===== src/hw/rtl/tfa_pkg.sv =====
package tfa_pkg;

  localparam int CoordW = 24;
  localparam int SumW   = 25;
  localparam int EdgeW  = 26;
  localparam int VelW   = 16;
  localparam int ProdW  = 42;
  localparam int CrossW = 43;
  localparam int MagW   = 42;
  localparam int QW     = 58;
  localparam int AccW   = 63;
  localparam int IndexW = 1;
  localparam int DivCntW = 6;

  // Queue between the front end and the back end; the depth is a power of two.
  localparam int QDepth = 4;
  localparam int QPtrW  = $clog2(QDepth);

  localparam logic [AccW-1:0] SumMax = {AccW{1'b1}};

  localparam logic [IndexW-1:0] RegUseConc = 1'b0;
  localparam logic [IndexW-1:0] RegShift   = 1'b1;

  localparam logic [1:0] StatOk   = 2'd0;
  localparam logic [1:0] StatZero = 2'd1;
  localparam logic [1:0] StatSat  = 2'd2;

  // Work handed from the front end to the back end.
  typedef struct packed {
    logic signed [EdgeW-1:0] ex;
    logic signed [EdgeW-1:0] ey;
    logic signed [VelW-1:0]  vx;
    logic signed [VelW-1:0]  vy;
    logic [15:0]             depth;
    logic [15:0]             conc;
    logic                    last;
  } cell_t;

  typedef enum logic [1:0] {
    BK_RUN,
    BK_DIV,
    BK_OUT
  } bk_state_t;

endpackage


===== src/hw/rtl/tfa_front.sv =====
module tfa_front (
  input  logic                   clk,
  input  logic                   rst_n,
  input  logic                   in_valid,
  output logic                   in_ready,
  input  logic                   start_row,
  input  logic signed [23:0]     xl,
  input  logic signed [23:0]     yl,
  input  logic signed [23:0]     xr,
  input  logic signed [23:0]     yr,
  input  logic signed [15:0]     vx,
  input  logic signed [15:0]     vy,
  input  logic [15:0]            depth,
  input  logic [15:0]            conc,
  input  logic                   last,
  output logic                   q_valid,
  input  logic                   q_ready,
  output tfa_pkg::cell_t         q_data
);
  import tfa_pkg::*;

  logic signed [SumW-1:0] px_r, py_r;
  logic signed [SumW-1:0] sx, sy;
  cell_t                  fifo_r [QDepth];
  logic [QPtrW-1:0]       wp_r, rp_r;
  logic [QPtrW:0]         cnt_r;
  logic                   push, pop;
  cell_t                  cell_d;

  assign in_ready = (cnt_r != (QPtrW+1)'(QDepth));
  assign sx = SumW'(xl) + SumW'(xr);
  assign sy = SumW'(yl) + SumW'(yr);
  assign push = in_valid && in_ready && !start_row;
  assign q_valid = (cnt_r != '0);
  assign pop = q_valid && q_ready;
  assign q_data = fifo_r[rp_r];

  always_comb begin
    cell_d.ex    = EdgeW'(sx) - EdgeW'(px_r);
    cell_d.ey    = EdgeW'(sy) - EdgeW'(py_r);
    cell_d.vx    = vx;
    cell_d.vy    = vy;
    cell_d.depth = depth;
    cell_d.conc  = conc;
    cell_d.last  = last;
  end

  always_ff @(posedge clk) begin
    if (!rst_n) begin
      px_r <= '0;
      py_r <= '0;
      wp_r <= '0;
      rp_r <= '0;
      cnt_r <= '0;
    end else begin
      if (in_valid && in_ready) begin
        px_r <= sx;
        py_r <= sy;
      end
      if (push) wp_r <= wp_r + QPtrW'(1);
      if (pop) rp_r <= rp_r + QPtrW'(1);
      cnt_r <= cnt_r + (QPtrW+1)'(push) - (QPtrW+1)'(pop);
    end
  end

  always_ff @(posedge clk) begin
    if (push) fifo_r[wp_r] <= cell_d;
  end

  a_cnt_range: assert property (@(posedge clk) disable iff (!rst_n)
    cnt_r <= (QPtrW+1)'(QDepth))
    else $error("queue count out of range");
  a_no_push_full: assert property (@(posedge clk) disable iff (!rst_n)
    (cnt_r == (QPtrW+1)'(QDepth)) |-> !push)
    else $error("push into full queue");
  a_start_no_push: assert property (@(posedge clk) disable iff (!rst_n)
    (in_valid && start_row) |-> !push)
    else $error("start word queued");
endmodule


===== config.mk =====
export PLATFORM = sky130hd
export DESIGN_NAME = tfa_front
export DESIGN_NICKNAME = d
export VERILOG_FILES = /design/src/hw/rtl/tfa_pkg.sv /design/src/hw/rtl/tfa_front.sv
export SDC_FILE = /design/constraint.sdc
export NUM_CORES = 1
export LEC_CHECK = 0
export ABC_AREA = 1
export BUFFER_PORTS_ARGS = -buffer_cell sky130_fd_sc_hd__clkbuf_2
export CORE_ASPECT_RATIO = 0.6
export CORE_MARGIN = 3
export CORE_UTILIZATION = 45
export DETAILED_ROUTE_END_ITERATION = 10
export GPL_TIMING_DRIVEN = 1
export PLACE_DENSITY = 0.68
export SYNTH_ARGS = -nofsm -noshare
export SYNTH_HDL_FRONTEND = slang
export SYNTH_SLANG_ARGS = --single-unit

===== constraint.sdc =====
create_clock -name clk -period 10.3 [get_ports clk]
set_input_delay 2.575 -clock clk [delete_from_list [all_inputs] [get_ports clk]]
set_output_delay 2.575 -clock clk [all_outputs]
set_load 0.005 [all_outputs]

# Word level (Yosys, flattened, before mapping)
# Memories as Yosys holds them, arrays and structs flattened. A register that Yosys moved wholly into a read port is not among the register bits.
# Index checks and enable logic that the tools add are counted.
classes:
  n_mul: 0
  n_shift: 0
  eq_ne: 1
  addsub: 8
  n_mux: 4
  magnitude_cmp: 0
  div: 0
  bitwise_logic: 0
  reduce_logical: 5
op_table:
  columns: ["op", "count"]
  rows:
  - ["$sub A25 B25 Y26", 2]
  - ["$add A24 B24 Y25", 2]
  - ["$add A2 B1 Y2 const B", 2]
  - ["$mux W2", 2]
  - ["$add A3 B1 Y3", 1]
  - ["$logic_and A1 B1 Y1", 3]
  - ["$ne A3 B3 Y1 const B", 1]
  - ["$reduce_bool A3 Y1", 1]
  - ["$sub A3 B1 Y3", 1]
  - ["$mux W1", 2]
  - ["$logic_not A1 Y1", 1]
word_totals:
  mem_bits_ro: 0
  mem_bits_rw: 468
  mem_count: 1
  latchBits: 0
  output_inout_bits: 119
  register_bits: 57
memory_table:
  columns: ["name", "depth", "word_bits", "rd", "rd_clocked_by_memory_dff", "wr", "line", "text"]
  rows:
  - ["fifo_r", 4, 117, 1, 1, 1, "tfa_front.sv:24", "cell_t fifo_r [QDepth];"]

# Longest topological paths before layout
logic_depth:
  depth_word: 5
  depth_mapped: 23
  mapped_depth_nobuf: 23

# Worst setup path before layout
# No wires, ideal clock.
synth_path:
  path_kind: "input to register"
  from: "in in_valid"
  to: "mem fifo_r[0][0] (netlist name) (enable)"
  path_buffers: 1
  path_slack_ns: 1.765
  setup_ns: 0.594
  arrival_time_ns: 7.941
  required_ns: 9.706
  cell_stages: 4
  cell_sequence: "nand2_2 > or2_2 > buf_2 > nor2_1"
synth_via:
  elab_chain_cells: 4
synth_lines:
  columns: ["element", "line", "text"]
  rows:
  - ["start, declared", "tfa_front.sv:4", "input logic in_valid,"]
  - ["$logic_and A1 B1 Y1 (2 in series)", "tfa_front.sv:33", "assign push = in_valid && in_ready && !start_row;"]
  - ["$mux W1", "tfa_front.sv:67", "if (push) fifo_r[wp_r] <= cell_d;"]
  - ["$mux W1 (not written as such)", "tfa_front.sv:67", null]
  - ["end, declared", "tfa_front.sv:24", null]
# Every way passes these cells.

==> impl_metrics.tcl <==
set metrics [dict create \
    status "finished, final reports clean" \
    setup_viol 0 \
    cts_setup_buffers 0 \
    vias 20100 \
    arrival_ns 3.72 \
    cts_root_buffer "clkbuf_16" \
    viasPerCell 5.27 \
    slowest_delay_ns 1.06 \
    drt-initial-drc-count 1843 \
    synthTopCellsByArea "edfxtp_1, nand2_1, o21ai_0, nor2_1, ha_1" \
    hpwl_um 45900 \
    netlist_area_sq_mm 0.0263 \
    drcViolationCount 0 \
    cts_buffer_depth 3 \
    holdPathStages 2 \
    p_leak_nw 12.6 \
    cp-end-kind "primary output" \
    post_cts_resized 0 \
    syn-mean-instance-area_sq_um 9.47 \
    initial_core_util_pct 46.3 \
    drv_slew 0 \
    whs_ns 0.460 \
    htreeDepth 2 \
    nFillCells 5087 \
    min_from "px_r[2]" \
    postPlaceCellArea_sq_mm 0.0283 \
    min_period_ns 6.29 \
    synth_top_area_share_pct 53.5 \
    synth_cells 2773 \
    final_nets 3304 \
    cts_tree "done" \
    place_ws_ns 4.14 \
    fin_area_sq_mm 0.0299 \
    fin_util_pct 52.6 \
    synth-seq-cells 527 \
    reg2reg_from "cnt_r[1]" \
    crit_required_ns 7.73 \
    skew_ns 0.0182 \
    grt_pass1_vias 19000 \
    ioPinCount 285 \
    yosys_warnings 0 \
    syn-num-nets 3048 \
    crit_chain "inv_6 -> buf_4 -> o21ai_0 -> o22ai_1 -> clkbuf_2" \
    ys_types 39 \
    synth_edf_count 468 \
    ir_worst_vdd_v 0.000116 \
    finalCritPeriodShare_pct 61.1 \
    tightest_slew_ns 1.24 \
    worstPathMaxFanout 123 \
    grt_pass1_wl_um 104000 \
    routed_wl_um 67300 \
    p_per_area_mw_per_mm2 231 \
    drive_above_1_share_pct 12.7 \
    grt_usage_pct 21.3 \
    clk_pin_slew_worst_paths_ns 0.07 \
    ys_seq_area_share_pct 58.0 \
    setup-tns-final_ns 0 \
    fp.dieW_um 318 \
    dr.pass1.iters 5 \
    hold_buffers 0 \
    hold_viol 0 \
    dominantRegCellSynth "edfxtp_1" \
    max_slew_margin_pct 17.7 \
    path_class "flop to primary output" \
    antenna_found_initial 2 \
    grt_setup_unrepaired "no" \
    r2r_end "fifo_r[0][111]" \
    dieArea_sq_mm 0.0614 \
    io_buffers 284 \
    cts-buffers-inserted 47 \
    synthArstFlopShare_pct 0 \
    antenna_left 0 \
    core_area_sq_mm 0.0568 \
    hold_path_class "flop to flop" \
    area_growth_pct 13.8 \
    critPathLaunchType "flop" \
    place.gp.congestion 0.947 \
    reg2reg_depth 8 \
    num_rows 67 \
    die_y_um 193 \
    cts_sinks 527 \
    wire_per_inst_um 17.6 \
    fin_ws_ns 4.01 \
    grt_max_degree 124 \
    fmax_mhz 159 \
    clk_latency_ns 0.56 \
    max_cap_violations 0 \
    r2r_slack_ns 6.65 \
    yosysTopAreaCell "edfxtp_1" \
    slowest_stage "buf_4" \
    min_to "px_r[2]" \
    gr-total-overflow 0 \
]
-- cell type report --
type	instances	area [sq um]	area share [%]
Clock buffer	55	1210	4.04
Multi-Input combinational cell	1812	9330	31.2
Inverter	342	1290	4.32
Timing Repair Buffer	299	1530	5.13
Sequential cell	527	15200	51.0
Clock inverter	26	317	1.06
Antenna cell	3	7.51	0.0251
Tap cell	759	950	3.18
-- kinds of logic (layout without fill, tap and decap cells) --
| kind of cell | Yosys count | count (layout) | share of synthesized area, % |
|---|---|---|---|
| AOI/OAI and AO/OA | 576 | 576 | 11.7 |
| xor gates and xnor gates | 55 | 55 | 1.83 |
| adders and majority gates | 109 | 109 | 5.34 |
| buffers and inverters | 434 | 722 | 6.57 |
| DFF | 527 | 527 | 58.0 |
| other | 0 | 3 | 0 |
| and+or+nand+nor | 1072 | 1072 | 16.5 |
-- stage by stage --
| stage | power, mW | cells |
|---|---|---|
| after floorplan | 4.32 | 2773 |
| after global placement | 5.13 | 3739 |
| after detailed placement | 5.17 | 3739 |
| after CTS | 6.94 | 3820 |
| after global routing | 7.33 | 3821 |
| final | 6.89 | 3823 |
-- worst max-delay path: cells and delay by family, from the launching register on --
kind            cells  cell delay [ns]
buf+inv             3             1.88
flops               1             0.49
compound gates      2             0.66
-- routing by layer --
| metal | part of all wire [%] | vias to the layer above | GRT usage [%] |
|---|---|---|---|
| li1 | - | 9946 | - |
| met2 | 44 | 579 | 33.1 |
| met1 | 47 | 9532 | 31.0 |
| met4 | 2.0 | 0 | 4.74 |
| met5 | 0 | - | 0 |
| met3 | 7.1 | 79 | 4.14 |
-- layout by cell type (no fill, tap or decap), types with 3 or more instances in the layout --
master	synthesis	layout
clkbuf_1	55	8
nand2_2	8	8
bufinv_16	0	7
ha_1	104	104
nor2_2	5	5
nand4_1	30	30
clkbuf_16	0	47
diode_2	0	3
o21ai_0	292	292
a21o_1	8	8
dfxtp_1	59	57
inv_1	339	339
o22ai_1	117	117
fa_1	5	5
nor3_1	20	20
clkinv_2	0	6
nand3_2	4	4
o21bai_1	8	8
nand2_1	542	542
edfxtp_1	468	468
buf_4	10	15
clkinv_1	1	11
clkbuf_2	6	284
nand3b_1	4	4
xnor2_1	7	7
o21ai_1	8	8
nor2_1	355	351
nor2_4	0	4
xor2_1	48	48
a21oi_1	137	137
nand3_1	99	99
-- Yosys cell counts, types with 2 or more instances --
cell      count
o21ai_0     292
dfxtp_1      59
o21ai_1       8
nor2_2        5
clkbuf_1     55
a31oi_1       2
inv_1       339
nand2_2       8
a21oi_1     137
nor2_1      355
fa_1          5
nand3_1      99
edfxtp_1    468
nand3b_1      4
xnor2_1       7
nand3_2       4
o211ai_1      2
a21o_1        8
ha_1        104
o22ai_1     117
buf_6         3
buf_1         2
or2_2         2
nor3_1       20
nand4_1      30
nand2_1     542
o21bai_1      8
inv_2         2
buf_2        15
clkbuf_2      6
xor2_1       48
buf_4        10
-- sequential cells by signal, summed over array words and instances (netlist names), named ones only --
register	count
px_r	25
py_r	25
cnt_r	3
rp_r	2
wp_r	2
fifo_r	468
-- how the worst max path moves through the flow --
stage             start            end  slack, ns  cells after the start
2_1_floorplan  in_valid   fifo_r[0][0]       1.77                      4
3_3_place_gp      yl[0]  fifo_r[0][86]       4.07                     20
3_5_place_dp      yl[0]  fifo_r[1][86]       4.14                     20
4_1_cts            flop     q_data[88]       4.03                      5
5_1_grt            flop     q_data[88]       3.65                      5
6_report           flop     q_data[88]       4.01                      5
-- power breakdown --
group | total, mW | switching (mW) | internal, mW
Combinational | 2.33 | 1.61 | 0.725
Clock | 1.76 | 0.748 | 1.01
Sequential | 2.80 | 0.0721 | 2.73
Total | 6.89 | 2.43 | 4.47
No activity file was read; power rests on OpenSTA's default activity.
